`config.mk`:
```
export PLATFORM = sky130hd
export DESIGN_NAME = ipr_back
export DESIGN_NICKNAME = d
export VERILOG_FILES = /design/src/rtl/ipr_pkg.sv /design/src/rtl/ipr_back.sv
export SDC_FILE = /design/constraint.sdc
export NUM_CORES = 1
export LEC_CHECK = 0
export BUFFER_PORTS_ARGS = -buffer_cell sky130_fd_sc_hd__buf_2
export CAP_MARGIN = 20
export CORE_ASPECT_RATIO = 1.2
export CORE_MARGIN = 1.5
export CORE_UTILIZATION = 45
export CTS_CLUSTER_SIZE = 12
export DETAILED_ROUTE_END_ITERATION = 7
export PLACE_DENSITY = 0.67
export RECOVER_POWER = 50
export SETUP_SLACK_MARGIN = 0.1
export SYNTH_ARGS = -nofsm -noshare
export SYNTH_HDL_FRONTEND = slang
export SYNTH_SLANG_ARGS = --single-unit
```
`constraint.sdc`:
```
create_clock -name aclk -period 5.13 [get_ports aclk]
set_input_delay 0.7695 -clock aclk [delete_from_list [all_inputs] [get_ports aclk]]
set_output_delay 0.7695 -clock aclk [all_outputs]
set_load 0.03 [all_outputs]
```
`src/rtl/ipr_pkg.sv`:
```
package ipr_pkg;

    localparam int MAX_COLS = 2048;
    localparam int MAX_ROWS = 2048;

    // Widths fixed by the port list
    localparam int PIX_W  = 8;
    localparam int CFG_W  = 12;
    localparam int POS_W  = 11;
    localparam int CNT_W  = 23;

    localparam int COL_W  = $clog2(MAX_COLS);
    localparam int ROW_W  = $clog2(MAX_ROWS);
    localparam int DIM_W  = CFG_W;

    localparam logic [CNT_W-1:0] COUNT_MAX = {CNT_W{1'b1}};

    localparam int QUEUE_DEPTH = 4;
    localparam int QPTR_W      = $clog2(QUEUE_DEPTH);

    localparam int CFG_IDX_W = 1;
    localparam logic [CFG_IDX_W-1:0] CFG_FRAME_ROWS = 1'b0;
    localparam logic [CFG_IDX_W-1:0] CFG_FRAME_COLS = 1'b1;

    // Result slots of one pixel, in raster order
    localparam int SLOT_ABOVE = 0;  // (r-1, c)
    localparam int SLOT_LEFT  = 1;  // (r, c-1), last row only
    localparam int SLOT_LAST  = 2;  // (r, c), last pixel of the frame
    localparam int NUM_SLOTS  = 3;

    typedef struct packed {
        logic [DIM_W-1:0] rows;
        logic [DIM_W-1:0] cols;
    } frame_cfg_t;

    typedef struct packed {
        logic [ROW_W-1:0]     row;
        logic [COL_W-1:0]     col;
        logic [NUM_SLOTS-1:0] vld;
        logic [NUM_SLOTS-1:0] keep;
    } bundle_t;

endpackage

```
`src/rtl/ipr_back.sv`:
```
module ipr_back (
    input  logic                       aclk,
    input  logic                       aresetn,
    input  logic                       q_valid,
    input  ipr_pkg::bundle_t           q_data,
    output logic                       pop,
    output logic                       m_valid,
    input  logic                       m_ready,
    output logic [ipr_pkg::POS_W-1:0]  m_out_row,
    output logic [ipr_pkg::POS_W-1:0]  m_out_col,
    output logic                       m_keep_pixel,
    output logic                       m_frame_done,
    output logic [ipr_pkg::CNT_W-1:0]  m_kept_count
);

    localparam int POS_W = ipr_pkg::POS_W;
    localparam int CNT_W = ipr_pkg::CNT_W;
    localparam int NS    = ipr_pkg::NUM_SLOTS;

    ipr_pkg::bundle_t  bnd_reg;
    logic [NS-1:0]     rem_reg, rem_next;
    logic [CNT_W-1:0]  cnt_reg, cnt_next;
    logic              m_valid_reg, m_valid_next;
    logic [POS_W-1:0]  m_row_reg, m_col_reg;
    logic              m_keep_reg, m_done_reg;
    logic [CNT_W-1:0]  m_cnt_reg;

    logic              out_load;
    logic [NS-1:0]     sel;
    logic [NS-1:0]     rem_after;
    logic [POS_W-1:0]  sel_row, sel_col;
    logic              sel_keep, sel_done;
    logic [CNT_W-1:0]  cnt_inc;

    // Hand out the remaining slots of the bundle in raster order
    always_comb begin
        sel      = '0;
        sel_row  = POS_W'(bnd_reg.row);
        sel_col  = POS_W'(bnd_reg.col);
        sel_keep = 1'b0;
        sel_done = 1'b0;
        if (rem_reg[ipr_pkg::SLOT_ABOVE]) begin
            sel[ipr_pkg::SLOT_ABOVE] = 1'b1;
            sel_row  = POS_W'(bnd_reg.row - 1'b1);
            sel_keep = bnd_reg.keep[ipr_pkg::SLOT_ABOVE];
        end else if (rem_reg[ipr_pkg::SLOT_LEFT]) begin
            sel[ipr_pkg::SLOT_LEFT] = 1'b1;
            sel_col  = POS_W'(bnd_reg.col - 1'b1);
            sel_keep = bnd_reg.keep[ipr_pkg::SLOT_LEFT];
        end else if (rem_reg[ipr_pkg::SLOT_LAST]) begin
            sel[ipr_pkg::SLOT_LAST] = 1'b1;
            sel_keep = bnd_reg.keep[ipr_pkg::SLOT_LAST];
            sel_done = 1'b1;
        end

        out_load  = (rem_reg != '0) && (!m_valid_reg || m_ready);
        rem_after = out_load ? (rem_reg & ~sel) : rem_reg;
        pop       = q_valid && (rem_after == '0);
        rem_next  = pop ? q_data.vld : rem_after;

        // Saturating running count
        cnt_inc = (sel_keep && (cnt_reg != ipr_pkg::COUNT_MAX))
                  ? CNT_W'(cnt_reg + CNT_W'(1)) : cnt_reg;
        cnt_next = cnt_reg;
        if (out_load) begin
            cnt_next = sel_done ? '0 : cnt_inc;
        end

        m_valid_next = m_valid_reg;
        if (out_load) begin
            m_valid_next = 1'b1;
        end else if (m_ready) begin
            m_valid_next = 1'b0;
        end
    end

    always_ff @(posedge aclk) begin
        if (pop) begin
            bnd_reg <= q_data;
        end
        if (out_load) begin
            m_row_reg  <= sel_row;
            m_col_reg  <= sel_col;
            m_keep_reg <= sel_keep;
            m_done_reg <= sel_done;
            m_cnt_reg  <= cnt_inc;
        end
    end

    always_ff @(posedge aclk) begin
        if (!aresetn) begin
            rem_reg     <= '0;
            cnt_reg     <= '0;
            m_valid_reg <= 1'b0;
        end else begin
            rem_reg     <= rem_next;
            cnt_reg     <= cnt_next;
            m_valid_reg <= m_valid_next;
        end
    end

    assign m_valid      = m_valid_reg;
    assign m_out_row    = m_row_reg;
    assign m_out_col    = m_col_reg;
    assign m_keep_pixel = m_keep_reg;
    assign m_frame_done = m_done_reg;
    assign m_kept_count = m_cnt_reg;

endmodule

```
==> flow_summary.ini <==
[job]
maxCapViolCount = 1

[layout]
drive_gt1_share_pct = 14.5
final_area_sq_um = 5250
largest_register_ffs = 25
nets = 485
final_cell_mix = 72 x edfxtp_1, 49 x clkbuf_1, 35 x nand2_1, 32 x buf_2, 27 x dfxtp_1
area_growth_pct = 16.9
final_common_cell = edfxtp_1
antenna_cells = 0

[global_route]
grt_pass1_wl_mm = 14.1
grt_use_total_pct = 17.3
grtUsageMet1_pct = 21.8
grt_util_met3_pct = 4.20
grt_start_max_net_pins = 49
grt-busiest-layer = met2
met2_usage_pct = 28.6
grt_pass1_vias = 2973
antenna_found_initial = 0
grt_remaining_overflow = 0

[route]
drtAntennaViolNets = 0
post_drt_wl_per_cell_microns = 15.1
num_vias = 3149
vias_per_cell = 5.45
routed_wl_mm = 8.73
first_pass_iters = 6
drcViolationCount = 0
drtIter0Drc = 209

[clocking]
cts-resized-gates = 0
clkSlewWorstSetupHoldPaths_ns = 0.07
clock-sinks = 99
cts_tree = yes
cts_root_buf = clkbuf_16
cts_made_buffers = 9
clockBufferDepth = 2
clk-insertion-delay-late_ns = 0.34
htreeDepth = 3
ctsHoldBuffers = 0
cts_setup_buffers = 0

[sta]
slew_viol_final = 49
layout_min_cycle_time_ns = 3.44
fin_crit_sh_pct = 67.0
finalSetupViolations = 0
tightest_slew_ns = 2.65
hold_violations = 0
finalClockSkew_ns = 0.00617
grt_setup_unrepaired = false
max-slew-margin-rel_pct = -76.7
fmax_mhz = 291
tns_ns = 0

[setup_path]
crit_path_end_kind = flip-flop
crit_arrival_ns = 3.66
critPathRequiredTime_ns = 5.35
start_kind = flip-flop
path_class = flip-flop to flip-flop
cp_max_fo = 48

[run_status]
violations = max-capacitance violations, max-slew violations
status = finished with violations

[synthesis]
syn_area_sq_um = 4490
synth.avg_cell_area_sq_um = 12.1
synth_cell_types = 60
synth_top_family_by_area = simple AND/OR/NAND/NOR gates
ys_seq_elements = 99
synth_largest_area_cell = edfxtp_1
synth_top_area_share_pct = 48.2
synth-adder-area-share_pct = 0.836
async_reset_ff_share_pct = 0
syn_nets = 407
synth-simple-area-share_pct = 15.6
synthMuxAreaShare_pct = 0
ys_seq_area_share_pct = 60.2
netlist_top_cells_area = edfxtp_1 48%, dfxtp_1 12%, xor2_1 4.1%, xnor2_1 3.5%, nand2_1 2.9%
netlist_instances = 372
synth_edf_count = 72
synthFlopType = edfxtp_1
yosys_warnings = 0
synth-compound-area-share_pct = 12.7
synth-xor-area-share_pct = 7.61

[floorplan]
die_w_microns = 94.2
start_util_pct = 46.7
rows = 39
dieArea_sq_um = 10600
core-area_sq_um = 9610
die_y_microns = 112
pin_count = 81

[place]
dp_hpwl_mm = 6.04
port_buffers = 80
place_congestion = 0.806
placed_area_sq_um = 4980

[power]
peakVddDrop_uv = 224
p_leak_nw = 1.90
p_per_area_nw_per_um2 = 346

[worst_hold_path]
hp-class = flip-flop to flip-flop
[layout make-up]
class                      count  area [sq um]
timing repair buffer          84           367
multi-input combinational    246          1660
inverter                      10          37.5
fill                         827          4360
tap                          123           154
clock inverter                 7           100
clock buffer                   9           225
sequential                    99          2700
[cell usage after synthesis, types with 5 or more instances]
| cell type | n |
|---|---|
| or3_1 | 5 |
| a31oi_1 | 5 |
| xor2_1 | 21 |
| nand4_1 | 10 |
| xnor2_1 | 18 |
| nand2_1 | 35 |
| nand2b_1 | 6 |
| dfxtp_1 | 27 |
| nor2_1 | 21 |
| buf_2 | 5 |
| clkbuf_1 | 6 |
| o21ai_0 | 14 |
| or4_1 | 5 |
| nor3_1 | 13 |
| a21oi_1 | 12 |
| inv_1 | 9 |
| nand3_1 | 7 |
| edfxtp_1 | 72 |
[logic make-up after synthesis]
logic type	count (synthesis)
and+or+nand+nor	131
buffers and inverters	27
xor gates and xnor gates	39
AOI/OAI and AO/OA	73
adders and majority gates	3
DFF	99
[metrics by stage]
stage | util (%) | power, mW | hold slack, ns | worst slack, ns | instances
2_1_floorplan | - | 1.06 | 0.470 | 1.29 | 372
3_3_place_gp | 51.8 | 1.11 | 0.486 | 1.94 | 561
3_5_place_dp | 51.8 | 1.12 | 0.501 | 1.85 | 561
4_1_cts | 55.2 | 1.84 | 0.513 | 1.85 | 577
5_1_grt | 54.6 | 1.88 | 0.556 | 1.28 | 578
6_report | 54.6 | 1.82 | 0.511 | 1.69 | 578
[power breakdown]
group	internal [mW]	switching (mW)
registers	0.910	0.0202
clock network	0.431	0.293
logic	0.0411	0.122
total	1.38	0.435
[layer usage]
layer | share of wire (%) | vias to the layer above
li1 | - | 1546
met1 | 42 | 1495
met2 | 51 | 98
met3 | 5.2 | 10
met4 | 1.2 | 0
met5 | 0 | -
[critical path, stage by stage, from the launching register on]
cell	delay, ns
dfxtp_1	0.64
nor3_1	0.21
nor2_4	0.12
clkbuf_1	1.89
a21boi_0	0.33
o21ai_0	0.12
[worst paths after layout]
kind,slack [ns],depth (start not counted),from,to
hold reg to reg,0.51,2,cnt_reg[1]$_SDFFE_PN0P_,cnt_reg[1]$_SDFFE_PN0P_
setup reg to reg,1.69,5,rem_reg[0]$_SDFF_PN0_,cnt_reg[0]$_SDFFE_PN0P_
setup / recovery,1.69,5,rem_reg[0]$_SDFF_PN0_,cnt_reg[0]$_SDFFE_PN0P_
hold / removal,0.51,2,cnt_reg[1]$_SDFFE_PN0P_,cnt_reg[1]$_SDFFE_PN0P_
No activity file was read; power rests on OpenSTA's default activity.
