$ cat config.mk
export PLATFORM = sky130hd
export DESIGN_NAME = ipr_queue
export DESIGN_NICKNAME = d
export VERILOG_FILES = /design/src/rtl/ipr_pkg.sv /design/src/rtl/ipr_queue.sv
export SDC_FILE = /design/constraint.sdc
export NUM_CORES = 1
export LEC_CHECK = 0
export BUFFER_PORTS_ARGS = -buffer_cell sky130_fd_sc_hd__buf_4
export CAP_MARGIN = 20
export CORE_MARGIN = 3
export CORE_UTILIZATION = 50
export DETAILED_ROUTE_END_ITERATION = 6
export GPL_TIMING_DRIVEN = 0
export PLACE_DENSITY = 0.83
export SKIP_LAST_GASP = 1
export SLEW_MARGIN = 10
export SYNTH_ARGS = -nofsm -noshare
export SYNTH_HDL_FRONTEND = slang
export SYNTH_SLANG_ARGS = --single-unit
$ cat constraint.sdc
create_clock -name aclk -period 2 [get_ports aclk]
set_input_delay 0.2 -clock aclk [delete_from_list [all_inputs] [get_ports aclk]]
set_output_delay 0.2 -clock aclk [all_outputs]
set_load 0.02 [all_outputs]
$ cat src/rtl/ipr_pkg.sv
package ipr_pkg;

    localparam int MAX_COLS = 2048;
    localparam int MAX_ROWS = 2048;

    // Widths fixed by the port list
    localparam int PIX_W  = 8;
    localparam int CFG_W  = 12;
    localparam int POS_W  = 11;
    localparam int CNT_W  = 23;

    localparam int COL_W  = $clog2(MAX_COLS);
    localparam int ROW_W  = $clog2(MAX_ROWS);
    localparam int DIM_W  = CFG_W;

    localparam logic [CNT_W-1:0] COUNT_MAX = {CNT_W{1'b1}};

    localparam int QUEUE_DEPTH = 4;
    localparam int QPTR_W      = $clog2(QUEUE_DEPTH);

    localparam int CFG_IDX_W = 1;
    localparam logic [CFG_IDX_W-1:0] CFG_FRAME_ROWS = 1'b0;
    localparam logic [CFG_IDX_W-1:0] CFG_FRAME_COLS = 1'b1;

    // Result slots of one pixel, in raster order
    localparam int SLOT_ABOVE = 0;  // (r-1, c)
    localparam int SLOT_LEFT  = 1;  // (r, c-1), last row only
    localparam int SLOT_LAST  = 2;  // (r, c), last pixel of the frame
    localparam int NUM_SLOTS  = 3;

    typedef struct packed {
        logic [DIM_W-1:0] rows;
        logic [DIM_W-1:0] cols;
    } frame_cfg_t;

    typedef struct packed {
        logic [ROW_W-1:0]     row;
        logic [COL_W-1:0]     col;
        logic [NUM_SLOTS-1:0] vld;
        logic [NUM_SLOTS-1:0] keep;
    } bundle_t;

endpackage

$ cat src/rtl/ipr_queue.sv
module ipr_queue (
    input  logic              aclk,
    input  logic              aresetn,
    input  logic              push,
    input  ipr_pkg::bundle_t  push_data,
    output logic              full,
    input  logic              pop,
    output logic              pop_valid,
    output ipr_pkg::bundle_t  pop_data
);

    localparam int QPTR_W = ipr_pkg::QPTR_W;
    localparam int CNT_W  = QPTR_W + 1;

    ipr_pkg::bundle_t  slot_mem [ipr_pkg::QUEUE_DEPTH];
    logic [QPTR_W-1:0] wr_ptr_reg, rd_ptr_reg;
    logic [CNT_W-1:0]  count_reg, count_next;
    logic              do_push, do_pop;

    assign full      = (count_reg == CNT_W'(ipr_pkg::QUEUE_DEPTH));
    assign pop_valid = (count_reg != '0);
    assign pop_data  = slot_mem[rd_ptr_reg];
    assign do_push   = push && !full;
    assign do_pop    = pop && pop_valid;

    always_comb begin
        count_next = count_reg;
        if (do_push && !do_pop) begin
            count_next = CNT_W'(count_reg + CNT_W'(1));
        end else if (do_pop && !do_push) begin
            count_next = CNT_W'(count_reg - CNT_W'(1));
        end
    end

    always_ff @(posedge aclk) begin
        if (do_push) begin
            slot_mem[wr_ptr_reg] <= push_data;
        end
    end

    always_ff @(posedge aclk) begin
        if (!aresetn) begin
            wr_ptr_reg <= '0;
            rd_ptr_reg <= '0;
            count_reg  <= '0;
        end else begin
            count_reg <= count_next;
            if (do_push) begin
                wr_ptr_reg <= QPTR_W'(wr_ptr_reg + QPTR_W'(1));
            end
            if (do_pop) begin
                rd_ptr_reg <= QPTR_W'(rd_ptr_reg + QPTR_W'(1));
            end
        end
    end

endmodule

==> results of run 1 <==
[synth_stat cells]
cell type                  instances  area share (%)
sky130_fd_sc_hd__o311ai_2          1            0.36
sky130_fd_sc_hd__edfxtp_1        112              73
sky130_fd_sc_hd__buf_2             3            0.33
sky130_fd_sc_hd__inv_1             3            0.25
sky130_fd_sc_hd__mux2i_1           3            0.66
sky130_fd_sc_hd__buf_6             2            0.49
sky130_fd_sc_hd__buf_12            2            0.87
sky130_fd_sc_hd__ha_1              5             1.4
sky130_fd_sc_hd__dfxtp_1           9             3.9
sky130_fd_sc_hd__nand2_1           4            0.33
sky130_fd_sc_hd__nor3b_2           1            0.27
sky130_fd_sc_hd__and2_1            8             1.1
sky130_fd_sc_hd__xor2_1            1            0.19
sky130_fd_sc_hd__o31ai_2           1            0.27
sky130_fd_sc_hd__mux4_1            5             2.9
sky130_fd_sc_hd__a21boi_0          1            0.16
sky130_fd_sc_hd__xnor2_1           3            0.57
sky130_fd_sc_hd__mux4_2           23              11
sky130_fd_sc_hd__or3_1             2            0.27
sky130_fd_sc_hd__clkbuf_1          1           0.082
sky130_fd_sc_hd__nor2b_1           2            0.27
sky130_fd_sc_hd__fa_1              1            0.44
sky130_fd_sc_hd__o21ai_0           1            0.11
[cell families after synthesis]
| kind of cell | share of synthesized area, % |
|---|---|
| DFF | 77.4 |
| muxes | 14.8 |
| and+or+nand+nor | 2.24 |
| buffers and inverters | 2.02 |
| adders and majority gates | 1.80 |
| AOI/OAI and AO/OA | 0.902 |
| xor gates and xnor gates | 0.766 |
[report_power, final]
group          leakage (nW)  switching, mW  internal (mW)
logic                 0.827           1.16           1.43
clock network         0.294           1.07           2.02
registers              1.10          0.145           3.10
[worst max-delay path by stage]
stage	startpoint	endpoint	slack, ps	cells past startpoint
6_report	register	pop_data[1]	-60	4
5_1_grt	register	pop_data[1]	-100	4
3_5_place_dp	count_reg[0]	count_reg[2]	-30	9
2_1_floorplan	count_reg[2]	count_reg[2]	40	9
4_1_cts	register	pop_data[1]	-90	4
3_3_place_gp	count_reg[0]	slot_mem[0][3]	-310	4
[per-layer routing]
layer	global-route usage [%]	up-vias	share of wire (%)
li1	-	1028	-
met1	19.9	1117	40
met2	27.2	67	53
met3	4.41	14	4.5
met4	7.36	0	2.4
met5	0	-	0
[cell usage in the layout (no fill, tap or decap)]
cell / instances
sky130_fd_sc_hd__o31ai_4: 1
sky130_fd_sc_hd__nor2b_1: 2
sky130_fd_sc_hd__mux2i_1: 3
sky130_fd_sc_hd__a21boi_1: 1
sky130_fd_sc_hd__o21ai_0: 1
sky130_fd_sc_hd__xnor2_1: 3
sky130_fd_sc_hd__and2_1: 4
sky130_fd_sc_hd__edfxtp_1: 112
sky130_fd_sc_hd__and2_4: 4
sky130_fd_sc_hd__dlygate4sd3_1: 28
sky130_fd_sc_hd__clkinv_2: 3
sky130_fd_sc_hd__xor2_1: 1
sky130_fd_sc_hd__or3_1: 2
sky130_fd_sc_hd__buf_12: 3
sky130_fd_sc_hd__ha_4: 1
sky130_fd_sc_hd__clkbuf_16: 19
sky130_fd_sc_hd__bufinv_16: 4
sky130_fd_sc_hd__buf_6: 26
sky130_fd_sc_hd__clkbuf_8: 1
sky130_fd_sc_hd__clkbuf_1: 1
sky130_fd_sc_hd__inv_6: 1
sky130_fd_sc_hd__clkinv_4: 4
sky130_fd_sc_hd__nor3b_4: 1
sky130_fd_sc_hd__nand2_1: 4
sky130_fd_sc_hd__mux4_2: 28
sky130_fd_sc_hd__clkbuf_4: 1
sky130_fd_sc_hd__fa_2: 1
sky130_fd_sc_hd__dfxtp_4: 4
sky130_fd_sc_hd__clkinvlp_4: 3
sky130_fd_sc_hd__dfxtp_1: 5
sky130_fd_sc_hd__inv_1: 3
sky130_fd_sc_hd__o311ai_2: 1
sky130_fd_sc_hd__ha_1: 4
sky130_fd_sc_hd__buf_4: 41
[final cells by class]
type                       instances  area (sq um)
inverter                           3          11.3
buffer                             8          97.6
timing repair buffer              95           930
tap                              108           135
fill                             521          2500
sequential                       121          3560
clock inverter                    15           201
multi-input combinational         62           962
clock buffer                      17           414
[critical path, cell delays in order (launching register included)]
cell                      delay, ps
sky130_fd_sc_hd__dfxtp_4        370
sky130_fd_sc_hd__buf_12         140
sky130_fd_sc_hd__buf_12         130
sky130_fd_sc_hd__mux4_2         550
sky130_fd_sc_hd__buf_6          160
[metrics by stage]
step / utilization [%] / TNS, ps / cell area, sq um / std cells
floorplan: - / 0 / 4590 / 194
global placement: 58.8 / -34110 / 5180 / 362
detailed placement: 58.9 / -33.1 / 5180 / 362
CTS: 69.6 / -1400 / 6130 / 424
global route: 71.7 / -1670 / 6310 / 429
finish: 71.7 / -406 / 6310 / 429
[repair_timing]
item                       in CTS  in global routing
setup endpoints to repair      25                141
buffers inserted                2                  2
hold endpoints to repair      112                  0
hold buffers                   28                  0
resized for setup               7                 39
cloned                          0                  3
pin swaps                       0                  1
==> reports/metrics.json, run 1 <==
{
  "layout": {
    "area_growth_pct": 37.9,
    "drive_above_1_share_pct": 45.8,
    "num-nets-final": 346,
    "largest_register_ffs": 112,
    "n_antenna_cell": 0
  },
  "routing": {
    "detail_route.drc_violations": 0,
    "number_of_violations_reported_at_the_end_of_detailed_routing_iteration_0": 72,
    "final_antenna_net_count": 0,
    "drt-total-wl_microns": 8340,
    "wire_per_inst_microns": 19.4,
    "viasPerCell": 5.19,
    "vias": 2226,
    "firstDrtPassIters": 4
  },
  "synthesis": {
    "syn_avg_cell_area_sq_um": 23.6,
    "synth-seq-area-share_pct": 77.4,
    "ys_types": 23,
    "yosys_warnings": 0,
    "syn_nets": 232,
    "synth.cell_area_sq_um": 4580,
    "postSynthCellCount": 194,
    "synth-seq-cells": 121
  },
  "power_and_ir_drop": {
    "peakVddDrop_v": 0.000806,
    "power-per-cell-area_nw_per_um2": 1420,
    "total_leakage_power_nw": 2.22,
    "fin_total_pwr_mw": 8.93
  },
  "die": {
    "die_y_microns": 102,
    "fp.dieW_microns": 102,
    "ioPinCount": 62,
    "floorplan.core_area_sq_um": 8810,
    "row_count": 34,
    "start_util_pct": 52.0,
    "die_area_sq_um": 10300
  },
  "placement": {
    "hpwl_microns": 4510,
    "place_congestion": 0.695,
    "port_buffers": 60,
    "post-place-ws_ps": -33.1
  },
  "sta": {
    "rsz0062_at_grt": "yes",
    "timing_hold_violations_final": 0,
    "slew_headroom_pct": 71.5,
    "holdWs_ps": 96.5,
    "post-route-period-util_pct": 103,
    "finalWorstSetupSlack_ps": -57.9,
    "post-route-min-period_ps": 2060,
    "setup_violations": 20,
    "maxClockFrequency_ghz": 0.486,
    "final-max-slew-violation-count": 0,
    "timing.clock.skew_ps": 5.41,
    "worst_pin_slew_ps": 428
  },
  "clocking": {
    "clk_pin_slew_worst_paths_ps": 60,
    "cts_tree": "built",
    "numClockSinks": 121,
    "htree_levels": 4,
    "clockRootBuffer": "sky130_fd_sc_hd__clkbuf_8",
    "cts_buffers": 17,
    "clk-insertion-delay-late_ps": 500,
    "max-clock-path-buffers": 2
  },
  "setup_path": {
    "reg2reg_from": "count_reg[2]",
    "critPathCaptureType": "primary output",
    "worstPathRequired_ps": 1800,
    "worstPathMaxFanout": 6,
    "setup.worst_path.start_class": "register",
    "critPathKind": "register to primary output",
    "arrival_ps": 1860,
    "reg2reg_to": "count_reg[2]",
    "rr_worst_depth": 9,
    "ff2ff_setup_slack_ps": 60
  },
  "status": {
    "status": "finished with violations",
    "violations": "negative setup slack"
  },
  "hold_path": {
    "hold_crit_path_type": "input port to register",
    "worst_hold_path.endpoint": "wr_ptr_reg[0]",
    "hold_path_depth": 3,
    "worstHoldStart": "aresetn"
  },
  "global_route": {
    "grt_max_degree": 29,
    "grt_first_pass_wirelength_microns": 12000,
    "grt_overflow": 0,
    "antenna_found_initial": 0,
    "first_global_vias": 2360,
    "track_usage_pct": 16.2
  },
  "run": {
    "cap_viol_max_count": 0
  }
}
Power figures use the tool's default switching activity.
==> inputs of run 2 (changes only) <==
--- a/config.mk
+++ b/config.mk
@@ -10,7 +10,7 @@
 export CORE_MARGIN = 3
 export CORE_UTILIZATION = 50
 export DETAILED_ROUTE_END_ITERATION = 6
-export GPL_TIMING_DRIVEN = 0
+export GPL_TIMING_DRIVEN = 1
 export PLACE_DENSITY = 0.83
 export SKIP_LAST_GASP = 1
 export SLEW_MARGIN = 10
==> run 2 against run 1 <==
Net effect:
- the flow still finishes with violations (negative setup slack)
- register-to-register slack worse by 30 ps
- critical path depth is 1 lower
- clock-buffer cell count is the same
==> reports/metrics.json, run 2 (synthesis gave the netlist of run 1 again) <==
{
  "sta": {
    "setup_violations": 1,
    "post-route-period-util_pct": 100,
    "final-max-slew-violation-count": 0,
    "maxClockFrequency_ghz": 0.500,
    "rsz0062_at_grt": "yes",
    "slew_headroom_pct": 72.4,
    "post-route-min-period_ps": 2000,
    "worst_pin_slew_ps": 414,
    "finalWorstSetupSlack_ps": -0.970,
    "timing.clock.skew_ps": 9.10,
    "timing_hold_violations_final": 0,
    "holdWs_ps": 180
  },
  "routing": {
    "vias": 2268,
    "firstDrtPassIters": 4,
    "wire_per_inst_microns": 19.1,
    "number_of_violations_reported_at_the_end_of_detailed_routing_iteration_0": 98,
    "detail_route.drc_violations": 0,
    "viasPerCell": 5.24,
    "final_antenna_net_count": 0,
    "drt-total-wl_microns": 8280
  },
  "global_route": {
    "grt-busiest-layer": "met2",
    "antenna_found_initial": 0,
    "grt_max_degree": 29,
    "first_global_vias": 2495,
    "grt_first_pass_wirelength_microns": 13000,
    "grt_overflow": 0,
    "grtUsageMet1_pct": 20.9,
    "globalRouteMet2Util_pct": 30.0,
    "track_usage_pct": 17.4,
    "met3_usage_pct": 5.92
  },
  "layout": {
    "largest_register_ffs": 112,
    "area_growth_pct": 36.3,
    "mostFrequentLayoutCell": "sky130_fd_sc_hd__edfxtp_1",
    "drive_above_1_share_pct": 44.9,
    "filler_cell_count": 520,
    "num-nets-final": 350,
    "final_cell_mix": "sky130_fd_sc_hd__edfxtp_1 (112), sky130_fd_sc_hd__buf_4 (60), sky130_fd_sc_hd__dlygate4sd3_1 (29)",
    "multiInputGateArea_sq_um": 945,
    "register_area_sq_um": 3560,
    "n_antenna_cell": 0
  },
  "setup_path": {
    "arrival_ps": 1800,
    "critPathKind": "register to primary output",
    "worstPathMaxFanout": 10,
    "worstPathRequired_ps": 1800,
    "setup.worst_path.start_class": "register",
    "critPathCaptureType": "primary output"
  },
  "placement": {
    "place_congestion": 0.765,
    "post-place-ws_ps": -6.32,
    "hpwl_microns": 4860,
    "port_buffers": 61
  },
  "run": {
    "cap_viol_max_count": 0
  },
  "power_and_ir_drop": {
    "total_leakage_power_nw": 2.22,
    "fin_total_pwr_mw": 8.71,
    "power-per-cell-area_nw_per_um2": 1400,
    "peakVddDrop_v": 0.000921
  },
  "clocking": {
    "htree_levels": 4,
    "cts_buffers": 17,
    "numClockSinks": 121,
    "cts_tree": "built",
    "max-clock-path-buffers": 2,
    "clk_pin_slew_worst_paths_ps": 60,
    "clk-insertion-delay-late_ps": 490,
    "clockRootBuffer": "sky130_fd_sc_hd__clkbuf_8"
  },
  "hold_path": {
    "hold_crit_path_type": "input port to register"
  },
  "die": {
    "fp.dieW_microns": 102,
    "row_count": 34,
    "start_util_pct": 52.0,
    "die_y_microns": 102,
    "ioPinCount": 62,
    "die_area_sq_um": 10300,
    "floorplan.core_area_sq_um": 8810
  },
  "status": {
    "status": "finished with violations",
    "violations": "negative setup slack"
  }
}
==> run 2: power breakdown <==
group | internal [mW] | total (mW) | switching, mW
registers | 3.10 | 3.27 | 0.169
clock network | 2.02 | 3.07 | 1.05
logic | 1.27 | 2.37 | 1.10
==> run 2: path summary, 6_finish.rpt <==
kind         slack, ps  cells past startpoint            end           from
max reg2reg         30                      7   count_reg[2]   count_reg[1]
min reg2reg        510                      2  wr_ptr_reg[1]  wr_ptr_reg[1]
min                180                      4  rd_ptr_reg[1]            pop
max                 -1                      3    pop_data[9]       register
==> run 2: repair_timing <==
action / in CTS / in global routing
endpoints found under the hold margin: 120 / 0
endpoints found under the setup margin: 27 / 28
gates cloned: 1 / 0
resized for setup: 9 / 20
hold buffers: 29 / 0
setup buffers: 2 / 0
pin swaps: 1 / 1
==> run 2: critical path, stage by stage (launching register included) <==
cell	delay, ps
sky130_fd_sc_hd__dfxtp_4	440
sky130_fd_sc_hd__buf_12	170
sky130_fd_sc_hd__mux4_2	510
sky130_fd_sc_hd__buf_4	170
==> run 2: final cells by class <==
class	count	share of cell area [%]
Clock inverter	15	3.23
Multi-Input combinational cell	62	15.1
Timing Repair Buffer	107	15.7
Sequential cell	121	57.0
Inverter	3	0.180
Tap cell	108	2.17
Clock buffer	17	6.64
==> run 2: routing by layer <==
layer / vias to the layer above / part of all wire (%)
met2: 72 / 54
met1: 1149 / 40
li1: 1043 / -
met5: - / 0
met4: 0 / 0.36
met3: 4 / 5.3
==> run 2: per-stage QoR <==
stage / cells / cell area [sq um] / TNS, ps / util [%]
after floorplan: 194 / 4590 / 0 / -
after global placement: 369 / 5220 / 0 / 59.3
after detailed placement: 369 / 5220 / -6.32 / 59.3
after CTS: 433 / 6180 / -721 / 70.2
after global routing: 433 / 6240 / -1010 / 70.9
final: 433 / 6240 / -0.970 / 70.9
==> inputs of run 3 (changes only) <==
--- a/config.mk
+++ b/config.mk
@@ -9,9 +9,10 @@
 export CAP_MARGIN = 20
 export CORE_MARGIN = 3
 export CORE_UTILIZATION = 50
+export CTS_CLUSTER_DIAMETER = 80
 export DETAILED_ROUTE_END_ITERATION = 6
 export GPL_TIMING_DRIVEN = 1
-export PLACE_DENSITY = 0.83
+export PLACE_DENSITY_LB_ADDON = 0.12
 export SKIP_LAST_GASP = 1
 export SLEW_MARGIN = 10
 export SYNTH_ARGS = -nofsm -noshare
==> run 3 against run 2 <==
Net effect:
- the flow now finishes without violations
- flip-flop and latch count unchanged
- via count rose by 0.44%
- sequential power is essentially flat
- design area down 0.24%
- utilization shrank 0.17 points
- worst setup slack gained 1.3 ps
- clock-buffer cell count grew 3
- non-clock buffer count stayed put
- final cell count is the same
- combinational power increased by 5%
- critical path depth did not move
==> reports/metrics.json, run 3 (synthesis gave the netlist of run 1 again) <==
{
  "clocking": {
    "cts_buffers": 17,
    "clk-insertion-delay-late_ps": 500,
    "clk_pin_slew_worst_paths_ps": 50,
    "numClockSinks": 121,
    "htree_levels": 4,
    "max-clock-path-buffers": 2,
    "cts_tree": "built",
    "clockRootBuffer": "sky130_fd_sc_hd__clkbuf_8"
  },
  "die": {
    "ioPinCount": 62,
    "start_util_pct": 52.0,
    "die_y_microns": 102,
    "floorplan.core_area_sq_um": 8810,
    "die_area_sq_um": 10300,
    "fp.dieW_microns": 102,
    "row_count": 34
  },
  "status": {
    "status": "completed"
  },
  "layout": {
    "stdcell_area_sq_um": 6220,
    "num-nets-final": 350,
    "drive_above_1_share_pct": 44.6,
    "mostFrequentLayoutCell": "sky130_fd_sc_hd__edfxtp_1",
    "filler_cell_count": 549,
    "post_layout_cell_count": 433,
    "area_growth_pct": 36.0,
    "largest_register_ffs": 112,
    "n_antenna_cell": 0,
    "final_cell_mix": "sky130_fd_sc_hd__edfxtp_1 (112), sky130_fd_sc_hd__buf_4 (47), sky130_fd_sc_hd__dlygate4sd3_1 (29)"
  },
  "sta": {
    "post-route-period-util_pct": 100,
    "final-max-slew-violation-count": 0,
    "worst_pin_slew_ps": 298,
    "rsz0062_at_grt": "yes",
    "timing.clock.skew_ps": 6.87,
    "maxClockFrequency_ghz": 0.500,
    "post-route-min-period_ps": 2000,
    "setup_violations": 0,
    "timing_hold_violations_final": 0,
    "slew_headroom_pct": 80.1
  },
  "setup_path": {
    "rr_worst_depth": 7,
    "critPathCaptureType": "primary output",
    "worstPathMaxFanout": 7,
    "arrival_ps": 1800,
    "setup.worst_path.start_class": "register",
    "ff2ff_setup_slack_ps": 70,
    "critPathKind": "register to primary output",
    "reg2reg_from": "count_reg[1]",
    "reg2reg_to": "count_reg[2]",
    "worstPathRequired_ps": 1800,
    "cp-endpoint": "pop_data[11]"
  },
  "global_route": {
    "first_global_vias": 2430,
    "antenna_found_initial": 0,
    "grt_first_pass_wirelength_microns": 12700,
    "grt_overflow": 0,
    "track_usage_pct": 17.3,
    "grt_max_degree": 21
  },
  "run": {
    "cap_viol_max_count": 0
  },
  "routing": {
    "number_of_violations_reported_at_the_end_of_detailed_routing_iteration_0": 81,
    "firstDrtPassIters": 5,
    "wire_per_inst_microns": 19.0,
    "viasPerCell": 5.26,
    "detail_route.drc_violations": 0,
    "drt-total-wl_microns": 8240,
    "final_antenna_net_count": 0,
    "vias": 2278
  },
  "power_and_ir_drop": {
    "peakVddDrop_v": 0.000795,
    "power-per-cell-area_nw_per_um2": 1350,
    "total_leakage_power_nw": 2.19
  },
  "placement": {
    "hpwl_microns": 4550,
    "port_buffers": 61,
    "placedInstanceArea_sq_um": 5220,
    "place_congestion": 0.679,
    "place.detailed.instances": 368
  },
  "hold_path": {
    "hold_crit_path_type": "input port to register"
  }
}
[run 3: changes by cell type in the layout (fill, tap and decap cells not counted), sizes merged]
| cell | delta |
|---|---|
| clkbuf | +4 |
| clkinv | -4 |
| clkinvlp | +4 |
| bufinv | -3 |
| buf | -1 |
[run 3: repair_timing]
action / in CTS / in global routing
pin swaps: 0 / 1
buffers inserted: 0 / 1
endpoints found under the hold margin: 121 / 0
hold buffers: 29 / 0
cloned: 2 / 1
gates resized for setup: 21 / 18
setup endpoints to repair: 29 / 27
[run 3: layout make-up]
type	count	area [sq um]	share of cell area, %
clock buffers	20	425	6.83
clock inverters	12	103	1.65
inverters	3	11.3	0.181
multi-input cells	62	947	15.2
flip-flops and latches	121	3560	57.1
well taps	108	135	2.17
repair buffers	107	1050	16.8
[run 3: worst min path at each step]
stage                        from               to  depth (start not counted)
CTS                           pop         register                          4
global route                  pop    rd_ptr_reg[1]                          4
floorplan            push_data[0]   slot_mem[0][0]                          0
global placement    push_data[23]  slot_mem[0][23]                          1
detailed placement   push_data[0]   slot_mem[3][0]                          1
finish                        pop         register                          4
[run 3: stage by stage]
stage / utilization [%] / setup slack (ps) / setup TNS [ps] / total power [mW] / hold slack, ps
final: 70.7 / 0.291 / 0 / 8.43 / 167
after global routing: 70.7 / -75.8 / -1520 / 8.81 / 189
after CTS: 69.6 / -58.7 / -749 / 8.34 / 145
after detailed placement: 59.2 / 8.26 / 0 / 5.36 / 403
after global placement: 59.2 / 86.5 / 0 / 5.33 / 400
after floorplan: - / 37.2 / 0 / 4.64 / 299
[run 3: power breakdown]
part,total (mW),switching [mW],internal [mW]
clock network,2.66,1.03,1.63
registers,3.26,0.165,3.10
logic,2.50,1.13,1.38
[run 3: metal layers]
layer | vias to the layer above | GRT usage [%] | share of wire (%)
met1 | 1162 | 22.1 | 43
li1 | 1042 | - | -
met3 | 7 | 5.37 | 5.1
met2 | 67 | 27.9 | 51
met5 | - | 0 | 0
met4 | 0 | 7.36 | 0.95
[run 3: worst max-delay path, cell delays in order (launching register included)]
cell and delay, ps:
sky130_fd_sc_hd__dfxtp_4 430, sky130_fd_sc_hd__clkbuf_16 200, sky130_fd_sc_hd__mux4_2 510, sky130_fd_sc_hd__buf_6 150
